**src/rtl/gdr_fifo.sv**
```systemverilog
// ----------------------------------------------------------------------------
// gdr_fifo: small synchronous queue
// Register-based FIFO used between the front and back and at the output.
// ----------------------------------------------------------------------------
module gdr_fifo #(
  parameter int WIDTH = 8,
  parameter int DEPTH = 4
) (
  input  logic             clk,
  input  logic             rst_n,
  input  logic             push,
  input  logic [WIDTH-1:0] din,
  output logic             full,
  input  logic             pop,
  output logic [WIDTH-1:0] dout,
  output logic             empty
);

  localparam int PW = (DEPTH > 1) ? $clog2(DEPTH) : 1;
  localparam int CW = $clog2(DEPTH + 1);

  logic [WIDTH-1:0] mem_r [DEPTH];
  logic [PW-1:0]    wptr_r, wptr_nxt, rptr_r, rptr_nxt;
  logic [CW-1:0]    cnt_r, cnt_nxt;
  logic             do_push, do_pop;

  assign full    = (cnt_r == CW'(DEPTH));
  assign empty   = (cnt_r == '0);
  assign do_push = push && !full;
  assign do_pop  = pop && !empty;
  assign dout    = mem_r[rptr_r];

  always_comb begin
    wptr_nxt = wptr_r;
    rptr_nxt = rptr_r;
    cnt_nxt  = cnt_r;
    if (do_push) begin
      wptr_nxt = (wptr_r == PW'(DEPTH - 1)) ? '0 : wptr_r + 1'b1;
    end
    if (do_pop) begin
      rptr_nxt = (rptr_r == PW'(DEPTH - 1)) ? '0 : rptr_r + 1'b1;
    end
    if (do_push && !do_pop) begin
      cnt_nxt = cnt_r + 1'b1;
    end else if (do_pop && !do_push) begin
      cnt_nxt = cnt_r - 1'b1;
    end
  end

  always_ff @(posedge clk) begin
    if (!rst_n) begin
      wptr_r <= '0;
      rptr_r <= '0;
      cnt_r  <= '0;
    end else begin
      wptr_r <= wptr_nxt;
      rptr_r <= rptr_nxt;
      cnt_r  <= cnt_nxt;
    end
  end

  always_ff @(posedge clk) begin
    if (do_push) begin
      mem_r[wptr_r] <= din;
    end
  end

endmodule

```
**config.mk**
```make
export PLATFORM = sky130hd
export DESIGN_NAME = gdr_fifo
export DESIGN_NICKNAME = d
export VERILOG_FILES = /design/src/rtl/gdr_fifo.sv
export SDC_FILE = /design/constraint.sdc
export NUM_CORES = 1
export LEC_CHECK = 0
export ABC_AREA = 1
export BUFFER_PORTS_ARGS = -buffer_cell sky130_fd_sc_hd__buf_4
export CORE_ASPECT_RATIO = 2
export CORE_MARGIN = 2
export CORE_UTILIZATION = 50
export DETAILED_ROUTE_END_ITERATION = 7
export GPL_TIMING_DRIVEN = 0
export PLACE_DENSITY = 0.71
export RECOVER_POWER = 100
export SETUP_SLACK_MARGIN = 0.2
export SYNTH_ARGS = -nofsm -noshare
export SYNTH_HDL_FRONTEND = slang
export SYNTH_SLANG_ARGS = --single-unit
```
**constraint.sdc**
```tcl
create_clock -name clk -period 1.7 [get_ports clk]
set_input_delay 0.51 -clock clk [delete_from_list [all_inputs] [get_ports clk]]
set_output_delay 0.51 -clock clk [all_outputs]
set_load 0.005 [all_outputs]
```
==> out/summary.txt, run 1 <==
Core area = 0.00319 mm²
Largest net degree at the start of global routing = 13
Maximum fanout along the worst path = 5
Slew @ Worst Pin = 0.451 ns
Distinct cell type count after synthesis = 18
Failing checks = setup timing
Cell taking the most area after synthesis = edfxtp_1
Synth top area share = 0.568
DR vias = 1245
HP Class = in -> reg
Hold Fails Final Rpt = 0
Antenna Cells = 0
RR Startpoint = cnt_r[1]
Post-Place Cells = 200
R2r setup slk = 0.02 ns
Antenna Nets Post-Route = 0
Layout Nets = 213
Max-slew violation total from the final report = 0
WHS Path Cells = 1
Input/output buffers = 21
Syn Inst Count = 148
Clock root buffer = clkbuf_8
Grt ovf = 0
Worst EP arrival = 1.25 ns
Most used routing layer = met2
Hold path startpoint = din[2]
Design Area, Final = 0.00229 mm²
GRT Util Overall = 0.181
Post-Route WL = 3510 µm
P per Cell Area = 1560 mW/mm²
Initial antenna violation count = 0
CP Capture Type = output port
Initial Util = 0.530
Syn_nets = 167
Maxcap violations = 0
DPL Wire Length = 2200 µm
Drt pass-1 iters = 4
Netlist Area Pre-Place = 0.00169 mm²
RSZ-0062 raised after global routing = true
DRC = 0
Post-synthesis register bit count = 41
CTS tree = done
Capturing point of the worst reg2reg path = cnt_r[2]
Post-Route Utilization = 0.717
Post-Layout Cell Count = 226
Num rows = 29
CP Data Required Time = 1.19 ns
F_max = 569 MHz
Htree depth = 2
Ys Warns = 0
Lkg Pwr = 0.898 nW
Critical path class = reg -> out
Worst VDD drop = 954 µV
Worst setup SP type = flop
Gp weighted congestion = 0.730
Sequential area share after synthesis = 0.674
Tcrit/Tclk final = 1.03
Worst slack at placement = -0.0603 ns
Synth top area cells = edfxtp_1 57%, dfxtp_1 11%, nor2_1 7.3%
Clock Path Buffers = 2
Post-DR wirelength/cell = 15.5 µm
Clk pin slew, worst setup/hold paths = 0.07 ns
Top-Level Pins = 22
Worst Slack Setup Final = -0.0578 ns
Global Route met2 Usage = 0.348
Met1 Use GR = 0.157
Met3 GRT Util = 0.0417
Vias in the first global route = 1174
Max-Slew Margin vs Limit = 0.699
Fin crit period = 1.76 ns
Avg Vias per Cell = 5.51
Die height = 86.3 µm
Worst R2R Path Depth = 10
Skew-Pair Late Insertion Delay = 0.29 ns
Synthesized area per cell = 11.4 µm²
Clk_skew = 0.00400 ns
Number of DRC markers in iteration 0 = 42
Hold-fix buffers, CTS = 0
CTS buffer count = 5
Layout cells sized above 1 = 0.395
Hold Worst Slack = 0.472 ns
Final setup violation count = 8
Area after DPL = 0.00192 mm²
Hold EP = mem_r[2][2]
Status = finished, violations left
Clk sinks = 41
Global-route wire length before repair = 4970 µm
Die ar. = 0.00390 mm²
Synth-to-layout area growth = 35.3%
DIE WIDTH = 45.1 µm
## cell usage after synthesis
library cell and instances:
edfxtp_1 32, a21oi_1 2, nand4_1 1, nand2_1 14
nand2_2 1, buf_6 2, ha_1 6, nand3b_1 1
nor2_1 33, o21ai_2 3, nand3_1 1, inv_2 1
o22ai_1 8, o21ai_0 14, dfxtp_1 9, fa_1 1
inv_1 18, o21ai_1 1
## metrics by stage
step | setup TNS [ns] | total power [mW]
after floorplan | 0 | 2.02
after global placement | 0 | 2.39
after detailed placement | -0.418 | 2.45
after CTS | -0.564 | 3.38
after global routing | -0.903 | 3.77
final | -0.400 | 3.58
## repair_timing
item                       4_1_cts  5_1_grt
gates resized for setup         32       33
setup buffers                   11        5
cloned                           1        1
pin swaps                        9       15
setup endpoints to repair       44       12
## worst max-delay path: stages (launching register included)
cell and delay [ns]:
dfxtp_4 0.37, buf_6 0.13, clkbuf_16 0.15, nor2_2 0.10, o22ai_1 0.07, buf_4 0.14
## cell type report
class,instances,area [µm²]
Timing Repair Buffer,39,294
Inverter,19,85.1
Clock inverter,2,10.0
Buffer,2,35.0
Tap cell,31,38.8
Multi-Input combinational cell,86,602
Fill cell,238,902
Sequential cell,41,1150
Clock buffer,6,72.6
## cells in the final DEF, fill, tap and decap left out, drive strengths merged, types with 2 or more instances in the layout
master / n
nand2: 15
clkbuf: 21
o21ai: 18
clkinv: 3
a21oi: 2
inv: 17
ha: 6
o22ai: 8
nor2: 33
edfxtp: 32
buf: 26
dfxtp: 9
## flip-flops by register name, indices dropped and copies added, names as in the netlist, named ones only
signal	flops
rptr_r	2
wptr_r	2
mem_r	32
cnt_r	3
## cell families after synthesis
group           count (synthesis)  synth area share
buf+inv                        21            0.0554
compound gates                 28            0.0953
flops                          41             0.674
simple gates                   51             0.119
fa+ha+maj                       7            0.0562
## power breakdown
part,internal [mW],total [mW],switching (mW)
Sequential,1.27,1.40,0.134
Combinational,0.793,1.58,0.785
Clock,0.284,0.598,0.314
## metal layers
layer  vias to the layer above  part of all wire
met5                         -                 0
met4                         0             0.021
met3                         8             0.035
met2                        37              0.61
met1                       603              0.33
li1                        597                 -
## how the worst max path moves through the flow
stage                          end  slack (ns)  cells past startpoint
after floorplan           cnt_r[1]        0.12                      9
after global placement    cnt_r[1]       0.008                      8
after detailed placement  cnt_r[1]       -0.06                      8
after CTS                  dout[7]       -0.08                      5
after global routing       dout[4]       -0.11                      4
final                      dout[4]       -0.06                      5
No activity file was read; power rests on OpenSTA's default activity.
==> run 2: changes to the inputs <==
ABC_AREA = 0   (was 1)
CELL_PAD_IN_SITES_DETAIL_PLACEMENT = 0   (was default)
CELL_PAD_IN_SITES_GLOBAL_PLACEMENT = 2   (was default)
CORE_UTILIZATION = 37   (was 50)
PLACE_DENSITY = 0.72   (was 0.71)
==> out/summary.txt, run 2 <==
Status = finished, violations left (unchanged)
Failing checks = setup timing (unchanged)
Layout cells sized above 1 = 0.402 (was 0.395)
Hold EP = mem_r[0][6] (was mem_r[2][2])
CP Data Required Time = 1.19 ns (about the same)
Final setup violation count = 9 (was 8)
DR vias = 857 (was 1245)
Initial Util = 0.379 (was 0.530)
Maxcap violations = 0 (unchanged)
Max-slew violation total from the final report = 0 (unchanged)
Area after DPL = 0.00190 mm² (was 0.00192 mm²)
DIE WIDTH = 50.9 µm (was 45.1 µm)
Drt pass-1 iters = 3 (was 4)
Gp weighted congestion = 0.640 (was 0.730)
Hold Fails Final Rpt = 0 (unchanged)
Clock Path Buffers = 2 (unchanged)
Clk_skew = 0.00483 ns (was 0.00400 ns)
DPL Wire Length = 1950 µm (was 2200 µm)
Die ar. = 0.00499 mm² (was 0.00390 mm²)
Lkg Pwr = 0.739 nW (was 0.898 nW)
Clk pin slew, worst setup/hold paths = 0.08 ns (was 0.07 ns)
Synth cell count leaders = 32 x edfxtp_1, 9 x dfxtp_1, 8 x mux4_2, 6 x ha_1, 6 x nand2_1 (was 33 x nor2_1, 32 x edfxtp_1, 18 x inv_1, 14 x nand2_1, 14 x o21ai_0)
Clock root buffer = clkbuf_8 (unchanged)
Worst setup SP type = flop (unchanged)
R2r setup slk = -0.19 ns (was 0.02 ns)
Max FFs per register = 32 (unchanged)
Netlist Area Pre-Place = 0.00163 mm² (was 0.00169 mm²)
Largest net degree at the start of global routing = 14 (was 13)
Distinct cell type count after synthesis = 23 (was 18)
Grt ovf = 0 (unchanged)
Initial antenna violation count = 0 (unchanged)
Antenna Nets Post-Route = 0 (unchanged)
Num rows = 34 (was 29)
RSZ-0062 raised after global routing = true (unchanged)
Worst R2R Path Depth = 9 (was 10)
Fin crit period = 1.92 ns (was 1.76 ns)
Layout Nets = 145 (was 213)
Post-Route WL = 2570 µm (was 3510 µm)
Tcrit/Tclk final = 1.13 (was 1.03)
Post-Layout Cell Count = 181 (was 226)
WHS Path Cells = 1 (unchanged)
Biggest register = mem_r (unchanged)
Number of flops mapped to enable cells by yosys = 32 (unchanged)
Fillers = 379 (was 238)
Number of DRC markers in iteration 0 = 16 (was 42)
Die height = 97.9 µm (was 86.3 µm)
DRC = 0 (unchanged)
Final setup TNS = -1.83 ns (was -0.400 ns)
Post-Place Cells = 168 (was 200)
P per Cell Area = 1460 mW/mm² (was 1560 mW/mm²)
Cell taking the most area after synthesis = edfxtp_1 (unchanged)
Worst VDD drop = 761 µV (was 954 µV)
Slew @ Worst Pin = 0.399 ns (was 0.451 ns)
Antenna Cells = 0 (unchanged)
Biggest registers after layout = mem_r x32, cnt_r x3 (unchanged)
Clk sinks = 41 (unchanged)
Syn_nets = 112 (was 167)
RR Startpoint = cnt_r[2] (was cnt_r[1])
Core area = 0.00430 mm² (was 0.00319 mm²)
Asr flop ratio synth = 0 (unchanged)
Total power = 3.06 mW (was 3.58 mW)
Maximum fanout along the worst path = 8 (was 5)
Vias in the first global route = 918 (was 1174)
Synthesized area per cell = 17.5 µm² (was 11.4 µm²)
Hold path startpoint = din[6] (was din[2])
Avg Vias per Cell = 4.73 (was 5.51)
Design Area, Final = 0.00209 mm² (was 0.00229 mm²)
F_max = 522 MHz (was 569 MHz)
Max-Slew Margin vs Limit = 0.734 (was 0.699)
Ys Warns = 0 (unchanged)
GRT Util Overall = 0.118 (was 0.181)
Synth-to-layout area growth = 28.2% (was 35.3%)
Capturing point of the worst reg2reg path = cnt_r[2] (unchanged)
Syn Inst Count = 93 (was 148)
Post-DR wirelength/cell = 14.2 µm (was 15.5 µm)
Worst EP arrival = 1.41 ns (was 1.25 ns)
Synth Flop Type = edfxtp_1 (unchanged)
Skew-Pair Late Insertion Delay = 0.28 ns (was 0.29 ns)
Top-Level Pins = 22 (unchanged)
Sequential area share after synthesis = 0.700 (was 0.674)
Most frequent cells in the layout = 32 x edfxtp_1, 11 x buf_4, 9 x clkbuf_1 (was 32 x edfxtp_1, 22 x nor2_1, 19 x buf_4)
Reg area = 0.00115 mm² (unchanged)
Global-route wire length before repair = 4180 µm (was 4970 µm)
Synth top area cells = edfxtp_1 59%, dfxtp_1 11%, mux4_2 11% (was edfxtp_1 57%, dfxtp_1 11%, nor2_1 7.3%)
Most common cell in the netlist = edfxtp_1 (was nor2_1)
Critical path class = reg -> out (unchanged)
Worst Slack Setup Final = -0.217 ns (was -0.0578 ns)
Htree depth = 2 (unchanged)
Synth top area share = 0.589 (was 0.568)
Multi-input logic area = 505 µm² (was 602 µm²)
Post-synthesis register bit count = 41 (unchanged)
Input/output buffers = 21 (unchanged)
HP Class = in -> reg (unchanged)
CTS tree = done (unchanged)
Most common cell after layout, fill and taps aside = edfxtp_1 (unchanged)
CTS buffer count = 5 (unchanged)
CP Capture Type = output port (unchanged)
run 2: stage by stage:
stage	utilization	hold slack (ns)	setup WS, ns
2_1_floorplan	-	0.468	-0.175
3_3_place_gp	0.443	0.487	-0.330
3_5_place_dp	0.443	0.499	-0.336
4_1_cts	0.492	0.410	-0.256
5_1_grt	0.486	0.479	-0.322
6_report	0.486	0.483	-0.217
run 2: repair_timing:
action                                  4_1_cts  5_1_grt
pin swaps                                     2        1
buffers inserted                              5        0
hold buffers                                  0        0
gates cloned                                  0        0
resized for setup                            22        2
endpoints found under the setup margin       44       12
endpoints found under the hold margin         0        0
run 2: cell families after synthesis:
kind of cell	Yosys count	share of synthesized area
xor+xnor	2	0.0107
buf+inv	7	0.0176
mux	11	0.129
compound gates	5	0.0184
flops	41	0.700
fa+ha+maj	7	0.0583
simple gates	20	0.0660
run 2: routing by layer:
layer  wire [µm]  track usage  up-vias
met2        1580        0.214       16
met4          27       0.0686        0
li1            -            -      418
met5           0            0        -
met1         886        0.109      421
met3          82       0.0367        2
run 2: cell type report:
cell class | instances | area share
sequential | 41 | 0.552
multi-input combinational | 45 | 0.242
timing repair buffer | 26 | 0.0934
clock buffer | 6 | 0.0395
tap | 54 | 0.0323
clock inverter | 2 | 0.0180
buffer | 4 | 0.0174
inverter | 3 | 0.00539
run 2: worst max path at each step:
stage	to	slack, ns	depth (start not counted)
after CTS	dout[4]	-0.26	3
after global routing	cnt_r[2]	-0.32	9
after floorplan	cnt_r[2]	-0.17	8
after detailed placement	cnt_r[2]	-0.34	9
final	dout[7]	-0.22	3
after global placement	cnt_r[2]	-0.33	9
run 2: report_power, final:
part	internal (mW)	leakage (nW)	switching, mW
logic	0.569	0.312	0.354
registers	1.25	0.370	0.100
clock network	0.477	0.0574	0.312
total	2.29	0.739	0.765
run 2: critical path, stage by stage, from the launching register on:
cell,delay (ns)
dfxtp_2,0.34
buf_12,0.13
mux4_2,0.51
buf_6,0.13
==> run 3: changes to the inputs <==
CTS_BUF_LIST = sky130_fd_sc_hd__clkbuf_16   (was default)
==> out/summary.txt, run 3 (synthesized netlist as in run 2, its figures left out) <==
Worst VDD drop = 976 µV (was 761 µV)
Num rows = 34 (unchanged)
Die ar. = 0.00499 mm² (unchanged)
Antenna Cells = 0 (unchanged)
Core area = 0.00430 mm² (unchanged)
Layout cells sized above 1 = 0.386 (was 0.402)
Maximum fanout along the worst path = 8 (unchanged)
Post-Layout Cell Count = 181 (unchanged)
Clk sinks = 41 (unchanged)
RR Startpoint = cnt_r[2] (unchanged)
Lkg Pwr = 0.757 nW (was 0.739 nW)
Avg Vias per Cell = 4.73 (unchanged)
Final setup TNS = -1.84 ns (was -1.83 ns)
Layout Nets = 145 (unchanged)
Hold-fix buffers, CTS = 0 (unchanged)
Most common cell after layout, fill and taps aside = edfxtp_1 (unchanged)
Largest net degree at the start of global routing = 14 (unchanged)
WHS Path Cells = 1 (unchanged)
DR vias = 857 (unchanged)
Design Area, Final = 0.00213 mm² (was 0.00209 mm²)
Tcrit/Tclk final = 1.13 (about the same)
Post-Route Utilization = 0.495 (was 0.486)
Top-Level Pins = 22 (unchanged)
F_max = 522 MHz (about the same)
Biggest register = mem_r (unchanged)
Max-Slew Margin vs Limit = 0.735 (was 0.734)
Grt ovf = 0 (unchanged)
CP Capture Type = output port (unchanged)
Worst slack at placement = -0.336 ns (unchanged)
Post-DR wirelength/cell = 14.6 µm (was 14.2 µm)
Worst EP arrival = 1.41 ns (about the same)
Drt pass-1 iters = 4 (was 3)
Input/output buffers = 21 (unchanged)
DIE WIDTH = 50.9 µm (unchanged)
Worst setup SP type = flop (unchanged)
Net Switching = 0.811 mW (was 0.765 mW)
Number of DRC markers in iteration 0 = 10 (was 16)
Vias in the first global route = 917 (was 918)
CTS tree = done (unchanged)
Max FFs per register = 32 (unchanged)
Post-Place Cells = 168 (unchanged)
Clock root buffer = clkbuf_16 (was clkbuf_8)
Failing checks = setup timing (unchanged)
Clk_skew = 0.00654 ns (was 0.00483 ns)
GRT Util Overall = 0.118 (about the same)
Switch share = 0.246 (was 0.250)
DPL Wire Length = 1950 µm (unchanged)
Antenna Nets Post-Route = 0 (unchanged)
Status = finished, violations left (unchanged)
Final setup violation count = 9 (unchanged)
CP Data Required Time = 1.19 ns (about the same)
HP Class = in -> reg (unchanged)
Fin crit period = 1.92 ns (about the same)
Capturing point of the worst reg2reg path = cnt_r[2] (unchanged)
R2r setup slk = -0.18 ns (was -0.19 ns)
Clk pin slew, worst setup/hold paths = 0.06 ns (was 0.08 ns)
Die height = 97.9 µm (unchanged)
Slew @ Worst Pin = 0.397 ns (was 0.399 ns)
RSZ-0062 raised after global routing = true (unchanged)
Worst Slack Setup Final = -0.217 ns (about the same)
P per Cell Area = 1550 mW/mm² (was 1460 mW/mm²)
Worst R2R Path Depth = 9 (unchanged)
Sequential Power Share = 0.407 (was 0.441)
Maxcap violations = 0 (unchanged)
Synth-to-layout area growth = 30.4% (was 28.2%)
DRC = 0 (unchanged)
Hold Worst Slack = 0.492 ns (was 0.483 ns)
Cell internal pwr = 2.49 mW (was 2.29 mW)
Power share of the combinational group = 0.276 (was 0.302)
Htree depth = 2 (unchanged)
Most frequent cells in the layout = 32 x edfxtp_1, 11 x buf_4, 9 x clkbuf_1 (unchanged)
Fillers = 376 (was 379)
Post-Route WL = 2640 µm (was 2570 µm)
Critical path class = reg -> out (unchanged)
Initial Util = 0.379 (unchanged)
Hold Fails Final Rpt = 0 (unchanged)
Area after DPL = 0.00190 mm² (unchanged)
Gp weighted congestion = 0.640 (unchanged)
CP Capture Point = dout[7] (unchanged)
Biggest registers after layout = mem_r x32, cnt_r x3 (unchanged)
CTS buffer count = 5 (unchanged)
Clock Path Buffers = 2 (unchanged)
Global-route wire length before repair = 4200 µm (was 4180 µm)
Skew-Pair Late Insertion Delay = 0.28 ns (about the same)
Clk pwr share = 0.317 (was 0.258)
Total power = 3.30 mW (was 3.06 mW)
Initial antenna violation count = 0 (unchanged)
Max-slew violation total from the final report = 0 (unchanged)
## run 3: changes by cell type in the layout (fill, tap and decap cells not counted), sizes merged
cell    previous run  this run
clkbuf            15        14
clkinv             0         1
## run 3: worst min-delay path by stage
stage	start	slack [ns]	end
after global placement	wptr_r[1]	0.49	wptr_r[1]
final	din[7]	0.49	mem_r[2][7]
after detailed placement	wptr_r[1]	0.50	wptr_r[1]
after global routing	din[7]	0.50	mem_r[0][7]
after CTS	din[6]	0.42	mem_r[3][6]
after floorplan	wptr_r[1]	0.47	wptr_r[1]
## run 3: power by group through the flow
stage          Sequential (mW)  Clock (mW)  Combinational [mW]
2_1_floorplan             1.34           0               0.515
3_3_place_gp              1.36           0               0.778
3_5_place_dp              1.37           0               0.791
4_1_cts                   1.35        1.07               0.932
5_1_grt                   1.36        1.10                1.00
6_report                  1.34        1.05               0.910
## run 3: area by class of cell
cell class              instances  area (µm²)  area share
plain buffers                   4        31.3      0.0147
clock buffers                   5         125      0.0589
clock inverters                 3        41.3      0.0194
inverters                       3        11.3     0.00530
multi-input cells              45         500       0.235
flip-flops and latches         41        1150       0.543
well taps                      54        67.6      0.0318
repair buffers                 26         195      0.0918
## run 3: what timing repair did
action	4_1_cts	5_1_grt
gates cloned	0	0
setup endpoints to repair	44	44
pin swaps	2	1
setup buffers	5	0
resized for setup	17	5
## run 3: critical path, cell delays in order (launching register included)
cell	delay, ns
dfxtp_2	0.33
buf_8	0.14
mux4_2	0.52
buf_6	0.13
## run 3: per-layer routing
metal,track usage,wire (µm),vias to the layer above
met5,0,0,-
met3,0.0321,116,7
met4,0.0748,79,0
met2,0.214,1530,19
li1,-,-,413
met1,0.110,909,418
